===== config.mk =====
export PLATFORM = sky130hd
export DESIGN_NAME = circular_deque
export DESIGN_NICKNAME = d
export VERILOG_FILES = /design/src/rtl/core/cdq_pkg.sv /design/src/rtl/core/cdq_cell.sv /design/src/rtl/core/cdq_ctrl.sv /design/src/rtl/core/circular_deque.sv
export SDC_FILE = /design/constraint.sdc
export NUM_CORES = 1
export LEC_CHECK = 0
export BUFFER_PORTS_ARGS = -buffer_cell sky130_fd_sc_hd__clkbuf_2
export CORE_ASPECT_RATIO = 1.4
export CORE_MARGIN = 2
export CORE_UTILIZATION = 50
export CTS_BUF_LIST = sky130_fd_sc_hd__clkbuf_8
export CTS_CLUSTER_SIZE = 16
export DETAILED_ROUTE_END_ITERATION = 8
export PLACE_DENSITY = 0.74
export SLEW_MARGIN = 20
export SYNTH_ARGS = -nofsm -noshare
export SYNTH_HDL_FRONTEND = slang
export SYNTH_HIERARCHICAL = 1
export SYNTH_SLANG_ARGS = --single-unit

===== constraint.sdc =====
create_clock -name clock -period 10.8 [get_ports clock]
set_clock_uncertainty 0.2 [all_clocks]
set_input_delay 0 -clock clock [delete_from_list [all_inputs] [get_ports clock]]
set_output_delay 0 -clock clock [all_outputs]
set_load 0.005 [all_outputs]

===== src/rtl/core/cdq_pkg.sv =====
// Shared types, constants and index helpers for the circular deque.
// Used by cdq_cell, cdq_ctrl, circular_deque and cdq_checker; depends on nothing.
package cdq_pkg;

   localparam int DEPTH  = 16;
   localparam int IDX_W  = $clog2(DEPTH);
   localparam int WORD_W = 32;
   localparam int OCC_W  = $clog2(DEPTH + 1);
   localparam int CMD_W  = 3;

   typedef logic [IDX_W-1:0]  idx_type;
   typedef logic [WORD_W-1:0] word_type;
   typedef logic [OCC_W-1:0]  cnt_type;
   typedef logic [CMD_W-1:0]  cmd_type;

   localparam cnt_type CAP_RESET = OCC_W'(DEPTH);

   localparam cmd_type CMD_PUSH_FRONT = 3'd0;
   localparam cmd_type CMD_PUSH_REAR  = 3'd1;
   localparam cmd_type CMD_POP_FRONT  = 3'd2;
   localparam cmd_type CMD_POP_REAR   = 3'd3;

   typedef enum logic [1:0] {
      STAT_DONE  = 2'd0,
      STAT_FULL  = 2'd1,
      STAT_EMPTY = 2'd2
   } status_type;

   typedef enum logic [1:0] {
      ST_IDLE,
      ST_SCAN,
      ST_DONE
   } state_type;

   // Control broadcast from the sequencer to every cell of the row.
   typedef struct packed {
      logic     write_en;
      idx_type  write_idx;
      word_type write_data;
      idx_type  front_idx;
      idx_type  rear_idx;
   } cell_ctl_type;

   // Next index toward the rear, wrapping at the usable capacity.
   function automatic idx_type step_up(idx_type idx, cnt_type cap);
      cnt_type nxt;
      nxt = OCC_W'(idx) + OCC_W'(1);
      if (nxt >= cap) begin
         return '0;
      end
      return nxt[IDX_W-1:0];
   endfunction

   // Next index toward the front; an index beyond the capacity also wraps.
   function automatic idx_type step_down(idx_type idx, cnt_type cap);
      cnt_type prv;
      cnt_type ext;
      ext = OCC_W'(idx);
      prv = cap - OCC_W'(1);
      if (idx == '0 || ext >= cap) begin
         return prv[IDX_W-1:0];
      end
      return idx - IDX_W'(1);
   endfunction

endpackage


===== src/rtl/core/cdq_cell.sv =====
// One slot of the deque storage plus its stage of the front and rear readout chains.
// Depends on cdq_pkg.
module cdq_cell (
   input  logic                  clock,
   input  cdq_pkg::idx_type      cell_idx,
   input  cdq_pkg::cell_ctl_type ctl,
   input  cdq_pkg::word_type     up_front,
   input  cdq_pkg::word_type     up_rear,
   output cdq_pkg::word_type     down_front,
   output cdq_pkg::word_type     down_rear
);
   import cdq_pkg::*;

   word_type slot_ff;
   word_type front_pass_ff;
   word_type rear_pass_ff;

   always_ff @(posedge clock) begin
      if (ctl.write_en && ctl.write_idx == cell_idx) begin
         slot_ff <= ctl.write_data;
      end
      // The selected cell injects its slot; every other cell passes its neighbor's word on.
      front_pass_ff <= (ctl.front_idx == cell_idx) ? slot_ff : up_front;
      rear_pass_ff  <= (ctl.rear_idx == cell_idx) ? slot_ff : up_rear;
   end

   assign down_front = front_pass_ff;
   assign down_rear  = rear_pass_ff;

endmodule


===== src/rtl/core/cdq_ctrl.sv =====
// Command sequencer of the deque: indices, occupancy, capacity register and status.
// Depends on cdq_pkg; drives the cell row through a cell_ctl_type bundle.
module cdq_ctrl (
   input  logic                  clock,
   input  logic                  reset,
   input  logic                  start,
   output logic                  busy,
   input  cdq_pkg::cmd_type      req_command,
   input  cdq_pkg::word_type     req_data_value,
   input  logic                  csr_we,
   input  cdq_pkg::cnt_type      csr_wdata,
   output cdq_pkg::cell_ctl_type ctl,
   input  cdq_pkg::word_type     chain_front,
   input  cdq_pkg::word_type     chain_rear,
   output logic                  rsp_valid,
   output logic [1:0]            rsp_status,
   output logic                  rsp_is_empty,
   output cdq_pkg::cnt_type      rsp_occupancy,
   output cdq_pkg::word_type     rsp_front_value,
   output cdq_pkg::word_type     rsp_rear_value
);
   import cdq_pkg::*;

   state_type  state_ff, state_in;
   idx_type    front_ff, front_in;
   idx_type    rear_ff, rear_in;
   cnt_type    count_ff, count_in;
   cnt_type    cap_ff;
   status_type status_ff, status_in;
   idx_type    scan_ff, scan_in;
   cnt_type    cap_eff;
   logic       accept;
   logic       scan_last;
   logic       wr_en;
   idx_type    wr_idx;

   assign accept    = start && !busy;
   assign scan_last = (scan_ff == IDX_W'(DEPTH - 1));

   always_comb begin
      if (cap_ff == '0) begin
         cap_eff = OCC_W'(1);
      end else if (cap_ff > OCC_W'(DEPTH)) begin
         cap_eff = OCC_W'(DEPTH);
      end else begin
         cap_eff = cap_ff;
      end
   end

   // Command datapath: new indices, occupancy, status and the slot write.
   always_comb begin
      front_in  = front_ff;
      rear_in   = rear_ff;
      count_in  = count_ff;
      status_in = status_ff;
      wr_en     = 1'b0;
      wr_idx    = '0;
      if (accept) begin
         status_in = STAT_DONE;
         case (req_command) inside
            CMD_PUSH_FRONT, CMD_PUSH_REAR: begin
               if (count_ff >= cap_eff) begin
                  status_in = STAT_FULL;
               end else begin
                  wr_en    = 1'b1;
                  count_in = count_ff + OCC_W'(1);
                  if (count_ff == '0) begin
                     front_in = '0;
                     rear_in  = '0;
                     wr_idx   = '0;
                  end else if (req_command == CMD_PUSH_FRONT) begin
                     front_in = step_down(front_ff, cap_eff);
                     wr_idx   = front_in;
                  end else begin
                     rear_in = step_up(rear_ff, cap_eff);
                     wr_idx  = rear_in;
                  end
               end
            end
            CMD_POP_FRONT, CMD_POP_REAR: begin
               if (count_ff == '0) begin
                  status_in = STAT_EMPTY;
               end else begin
                  count_in = count_ff - OCC_W'(1);
                  if (count_ff == OCC_W'(1)) begin
                     front_in = '0;
                     rear_in  = '0;
                  end else if (req_command == CMD_POP_FRONT) begin
                     front_in = step_up(front_ff, cap_eff);
                  end else begin
                     rear_in = step_down(rear_ff, cap_eff);
                  end
               end
            end
            default: begin
            end
         endcase
      end
   end

   always_comb begin
      unique case (state_ff)
         ST_IDLE: state_in = accept ? ST_SCAN : ST_IDLE;
         ST_SCAN: state_in = scan_last ? ST_DONE : ST_SCAN;
         ST_DONE: state_in = accept ? ST_SCAN : ST_IDLE;
         default: state_in = ST_IDLE;
      endcase
   end

   always_comb begin
      scan_in = '0;
      if (state_ff == ST_SCAN && !scan_last) begin
         scan_in = scan_ff + IDX_W'(1);
      end
   end

   always_ff @(posedge clock) begin
      if (reset) begin
         state_ff  <= ST_IDLE;
         front_ff  <= '0;
         rear_ff   <= '0;
         count_ff  <= '0;
         cap_ff    <= CAP_RESET;
         status_ff <= STAT_DONE;
         scan_ff   <= '0;
      end else begin
         state_ff  <= state_in;
         front_ff  <= front_in;
         rear_ff   <= rear_in;
         count_ff  <= count_in;
         status_ff <= status_in;
         scan_ff   <= scan_in;
         if (csr_we) begin
            cap_ff <= csr_wdata;
         end
      end
   end

   always_comb begin
      busy            = (state_ff == ST_SCAN);
      rsp_valid       = (state_ff == ST_DONE);
      rsp_status      = status_ff;
      rsp_is_empty    = (count_ff == '0);
      rsp_occupancy   = count_ff;
      rsp_front_value = (count_ff == '0) ? '1 : chain_front;
      rsp_rear_value  = (count_ff == '0) ? '1 : chain_rear;
   end

   assign ctl.write_en   = wr_en;
   assign ctl.write_idx  = wr_idx;
   assign ctl.write_data = req_data_value;
   assign ctl.front_idx  = front_ff;
   assign ctl.rear_idx   = rear_ff;

endmodule


===== src/rtl/core/circular_deque.sv =====
// Top level of the circular deque: the command sequencer and a row of DEPTH storage cells.
// Depends on cdq_pkg, cdq_ctrl and cdq_cell.
//
// A command is taken when start is high and busy is low. Its result appears for one cycle
// with rsp_valid high once the scan ends, and is taken at the edge that ends that cycle; a
// new command may be issued in that same result cycle, but not while busy is high. The scan
// waits on the readout chain: the front and rear values travel cell to cell through one
// register per slot before they reach the result ports. The receiver cannot stall; each
// result must be taken in its one cycle. csr_wdata sets the usable capacity (0 acts as 1,
// values above DEPTH act as DEPTH); the user must write it only while no command is in
// flight, and the block itself does not enforce this.
module circular_deque (
   input  logic              clock,
   input  logic              reset,
   input  logic              start,
   output logic              busy,
   input  cdq_pkg::cmd_type  req_command,
   input  cdq_pkg::word_type req_data_value,
   input  logic              csr_we,
   input  cdq_pkg::cnt_type  csr_wdata,
   output logic              rsp_valid,
   output logic [1:0]        rsp_status,
   output logic              rsp_is_empty,
   output cdq_pkg::cnt_type  rsp_occupancy,
   output cdq_pkg::word_type rsp_front_value,
   output cdq_pkg::word_type rsp_rear_value
);
   import cdq_pkg::*;

   cell_ctl_type ctl;
   word_type     front_chain [DEPTH+1];
   word_type     rear_chain  [DEPTH+1];

   assign front_chain[0] = '0;
   assign rear_chain[0]  = '0;

   cdq_ctrl u_ctrl (
      .clock           (clock),
      .reset           (reset),
      .start           (start),
      .busy            (busy),
      .req_command     (req_command),
      .req_data_value  (req_data_value),
      .csr_we          (csr_we),
      .csr_wdata       (csr_wdata),
      .ctl             (ctl),
      .chain_front     (front_chain[DEPTH]),
      .chain_rear      (rear_chain[DEPTH]),
      .rsp_valid       (rsp_valid),
      .rsp_status      (rsp_status),
      .rsp_is_empty    (rsp_is_empty),
      .rsp_occupancy   (rsp_occupancy),
      .rsp_front_value (rsp_front_value),
      .rsp_rear_value  (rsp_rear_value)
   );

   for (genvar i = 0; i < DEPTH; i++) begin : g_cell
      cdq_cell u_cell (
         .clock      (clock),
         .cell_idx   (IDX_W'(i)),
         .ctl        (ctl),
         .up_front   (front_chain[i]),
         .up_rear    (rear_chain[i]),
         .down_front (front_chain[i+1]),
         .down_rear  (rear_chain[i+1])
      );
   end

endmodule


# Word level (Yosys, flattened, before mapping)
# Index checks and enable logic that the tools add are counted.
[word_totals]
latchBits = 0
ram_bits = 0
inputBits = 44
output_inout_bits = 74
register_bits = 1562
word_cells = 268
romBits = 0
n_memories = 0
[op_classes]
reduce_logical = 38
add_sub_neg = 8
shifts = 0
bitwise = 1
eq_ne = 57
n_lt_le_gt_ge = 6
div_mod_pow = 0
mul = 0
muxes = 103
[ops]
columns = ["cell", "count"]
rows = [
  ["$mux 32", 32],
  ["$mux 4", 29],
  ["$eq 4x4->1 const B", 25],
  ["$eq 4x3->1 const B", 12],
  ["$mux 1", 31],
  ["$mux 5", 6],
  ["$eq 4x2->1 const B", 6],
  ["$logic_and 1x1->1", 18],
  ["$ge 5x5->1", 3],
  ["$eq 4x1->1 const B", 3],
  ["$logic_not 4->1", 3],
  ["$reduce_and 6->1", 2],
  ["$sub 4x1->4 const B", 3],
  ["$add 4x1->5 const B", 2],
  ["$ge 4x5->1", 2],
  ["$logic_not 5->1", 2],
  ["$mux 2", 4],
  ["$reduce_or 2->1", 4],
  ["$eq 3x2->1 const B", 2],
  ["$ne 3x3->1 const B", 2],
  ["$add 5x1->5 const B", 1],
  ["$eq 5x1->1 const B", 1],
  ["$gt 5x5->1 const B", 1],
  ["$sub 5x1->5 const B", 1],
  ["16 further kinds", 18],
]

# Logic depth before layout (Yosys ltp)
[depth]
word_depth = 19
mapped_depth = 13
depth_no_buf = 13

# Cells and area by module
# Netlist, hierarchy kept.
[by_module_without_submodules]
columns = ["module", "area_each_um2", "cells_per_inst", "instances", "seq_area_each_um2"]
rows = [
  ["cdq_cell", 3154.3, 182, 16, 2242.2],
  ["cdq_ctrl", 2864.0, 366, 1, 520.5],
  ["circular_deque", 7.5, 2, 1, 0.0],
]

# Worst setup path before layout
# Ideal clock, no wire load.
[synth_path]
path_kind = "reg2reg"
from = "register u_ctrl.rear_ff[0]"
to = "register g_cell[10].u_cell.slot_ff[0] (enable)"
setup_slack_ns = 2.809
path_buffers = 0
setup_time_ns = 0.501
required_ns = 10.099
period_less_slack_ns = 7.991
stages_incl_launch_ff = 13
t_arrival_ns = 7.290
path_cell_list = "dfxtp_1 -> inv_1 -> ha_1 -> ha_1 -> a21o_1 -> a31oi_1 -> o21ai_0 -> nor2_1 -> a21oi_1 -> nor3_1 -> xnor2_1 -> nand2_1 -> nor4_1"
[synth_lines]
columns = ["item", "line", "source"]
rows = [
  ["start, declared", "cdq_ctrl.sv:26", "idx_type rear_ff, rear_in;"],
  ["start signal, assigned", "cdq_ctrl.sv:129", "rear_ff <= rear_in;"],
  ["end signal, assigned", "cdq_cell.sv:20", "slot_ff <= ctl.write_data;"],
  ["end, declared", "cdq_cell.sv:14", "word_type slot_ff;"],
]

==> flow_summary.yaml <==
setup_path:
  critical_path_arrival_ns: 5.31
  worstSetupPathType: "reg -> reg"
  crit_path_end_kind: "flop"
  slowest_delay_ns: 0.61
  cp_data_required_time_ns: 11.12
  critPathMaxFanout: 29
  reg2regPathDepth: 14
  startpoint_type: "flop"
  slowest_stage: "nor2_1"
  reg2reg_slack_ns: 5.81
  crit_chain: "nor3_1, nor2_1, nor2_1, ha_1, nand2b_1, a2111oi_0, o31ai_1, or2_1, nor3_2, buf_4, xnor2_1, nand2_1, nor4_2, buf_4"
sta:
  fin_crit_ns: 4.99
  maxSlewHeadroom_pct: 45.2
  setup_viol: 0
  hold_viol: 0
  setup_ws_ns: 5.81
  drv_slew: 0
  post-route-period-util_pct: 46.2
  tightest_slew_ns: 0.822
  max_freq_ghz: 0.201
  tns_ns: 0
  rsz0062_at_grt: "no"
clock_tree:
  clk_path_buf_depth: 3
  ctsResizeCount: 0
  insertion_delay_ns: 0.86
  clkSinkCount: 1562
  cts.root.buffer_cell: "clkbuf_8"
  h-tree-depth: 4
  cts_buffers: 211
  cts_tree: "done"
  path_clk_slew_ns: 0.07
layout:
  design_area_um2: 61600
  synthToLayoutAreaGrowth_pct: 15.4
  drive_gt1_share_pct: 37.1
  fin_cells: 5436
  nets: 3969
placement:
  numPortBuffers: 117
  place_ws_ns: 5.74
  globalplace.congestion: 0.769
  dpl.hpwl_mm: 60.2
  placedCellCount: 4924
  dpl_cell_area_um2: 56000
grt:
  grt.total_usage_pct: 16.9
  grt_pass1_wl_mm: 146
  grt_overflow: 0
  first_global_vias: 27600
  antenna_found_initial: 7
  grt_max_degree: 67
logic_synthesis:
  yosys_register_bits: 1562
  synth.yosys.warnings: 6
  netlist_instances: 3280
  synth-async-reset-ratio_pct: 0
  synth-edff-count: 512
  netlist_area_um2: 53300
  seq_area_frac_synth_pct: 68.2
  syn_avg_cell_area_um2: 16.3
  synth_ff_type: "dfxtp_1"
  yosysUniqueCellTypes: 54
hold_path:
  hold_class: "in -> reg"
  whs_path_depth: 2
floorplanning:
  die_y_um: 390
  die_w_um: 280
  num_rows: 141
  initial_utilization_pct: 50.5
  core_um2: 106000
  io_pins: 118
  die_area_um2: 109000
detailed_routing:
  drc: 0
  via_per_inst: 4.68
  drtAntennaViolNets: 0
  wl_per_cell_um: 16.8
  firstDrtPassIters: 5
  finalWirelength_mm: 91.5
  drtIter0Drc: 1147
  vias: 25400
pwr:
  peakVddDrop_mv: 0.0990
  p_total_uw: 13400
  powerDensity_nw_per_um2: 218
  power_leakage_uw: 0.0238
run:
  maxCapViolations: 0
outcome:
  status: "complete, no violations"
==> Yosys cell counts, types with 10 or more instances <==
| cell type | count | area share [%] |
|---|---|---|
| mux2_2 | 992 | 21 |
| inv_1 | 15 | 0.11 |
| nor4_4 | 16 | 0.64 |
| ha_1 | 34 | 0.80 |
| nand4_1 | 19 | 0.22 |
| edfxtp_1 | 512 | 29 |
| nor3_1 | 10 | 0.094 |
| buf_2 | 51 | 0.48 |
| buf_4 | 33 | 0.46 |
| a21oi_1 | 16 | 0.15 |
| buf_6 | 49 | 1.0 |
| nand2_1 | 33 | 0.23 |
| xnor2_1 | 88 | 1.4 |
| nor2_1 | 29 | 0.20 |
| nor4_1 | 16 | 0.19 |
| mux2i_1 | 13 | 0.24 |
| nand2b_1 | 68 | 0.80 |
| clkbuf_1 | 10 | 0.070 |
| mux2_1 | 32 | 0.68 |
| xor2_1 | 119 | 2.0 |
| o21ai_0 | 12 | 0.11 |
| dfxtp_1 | 1050 | 39 |
==> cells in the final DEF, fill, tap and decap left out, drive strengths merged, types with 8 or more instances in the layout <==
cell         count
dfxtp         1050
mux2          1024
edfxtp         512
clkbuf         376
conb           256
xor2           119
dlygate4sd3    112
inv            109
xnor2           88
nand2b          68
buf             60
clkinv          37
ha              34
nand2           33
nor4            32
nor2            29
nand4           20
a21oi           16
o21ai           16
mux2i           13
nor3            11
bufinv           8
==> layout make-up <==
type	count	area, µm²
Antenna cell	2	5.00
Fill cell	8167	44100
Inverter	17	63.8
Clock buffer	259	3560
Tap cell	1358	1700
Clock inverter	139	838
Timing Repair Buffer	289	2160
Sequential cell	1562	36400
Multi-Input combinational cell	1810	16900
==> where the power goes <==
part | internal, µW | switching (µW)
registers | 7100 | 254
logic | 1000 | 671
clock network | 2370 | 2050
==> through the flow <==
step | utilization (%) | hold WS (ns)
4_1_cts | 58.3 | 0.00122
2_1_floorplan | - | -0.0696
5_1_grt | 58.3 | 0.0517
6_report | 58.3 | 0.0921
3_5_place_dp | 53.0 | 0.0888
3_3_place_gp | 53.0 | 0.102
==> routing by layer <==
layer	track usage, %	share of wire (%)	vias to the layer above
met5	0	0	-
met2	31.2	53	366
met1	19.3	42	12200
met4	5.70	1.9	0
li1	-	-	12700
met3	3.45	3.0	129
==> worst paths after layout <==
path | endpoint | start
worst min-delay path | g_cell[3].u_cell/slot_ff[6]$_DFFE_PP_ | req_data_value[6]
worst max-delay path | g_cell[6].u_cell/slot_ff[12]$_DFFE_PP_ | u_ctrl/cap_ff[1]$_SDFFE_PP0P_
worst max register to register | g_cell[6].u_cell/slot_ff[12]$_DFFE_PP_ | u_ctrl/cap_ff[1]$_SDFFE_PP0P_
worst min register to register | g_cell[6].u_cell/down_rear[5]$_DFF_P_ | g_cell[5].u_cell/down_rear[5]$_DFF_P_
==> flip-flops by register name, summed over array words and instances (netlist names) <==
name                      flops
g_cell.u_cell/down_front    512
g_cell.u_cell/down_rear     512
g_cell.u_cell/slot_ff       512
u_ctrl/cap_ff                 5
u_ctrl/front_ff               4
u_ctrl/rear_ff                4
u_ctrl/rsp_occupancy          5
u_ctrl/rsp_status             2
u_ctrl/scan_ff                4
u_ctrl/state_ff               2
==> kinds of logic after synthesis <==
logic type | after synthesis | share of synthesized area [%]
DFF | 1562 | 68.2
muxes | 1037 | 21.9
and+or+nand+nor | 216 | 2.72
xor gates and xnor gates | 207 | 3.40
buffers and inverters | 162 | 2.18
AOI/OAI and AO/OA | 60 | 0.795
adders and majority gates | 34 | 0.798
other | 2 | 0.0141
==> worst max-delay path, delay by kind of cell, from the launching register on <==
| family | cells | cell delay, ns |
|---|---|---|
| AO/OA/AOI/OAI | 2 | 0.77 |
| flip-flops | 1 | 0.33 |
| buffers and inverters | 2 | 0.77 |
| XOR/XNOR | 1 | 0.16 |
| AND/OR/NAND/NOR | 8 | 2.01 |
| adder cells (fa/ha/maj) | 1 | 0.36 |
==> timing repair <==
action | 4_1_cts | 5_1_grt
buffers inserted | 0 | 0
hold buffers | 112 | 0
endpoints found under the hold margin | 538 | 0
Note: power is estimated with default switching activity, not from simulation.
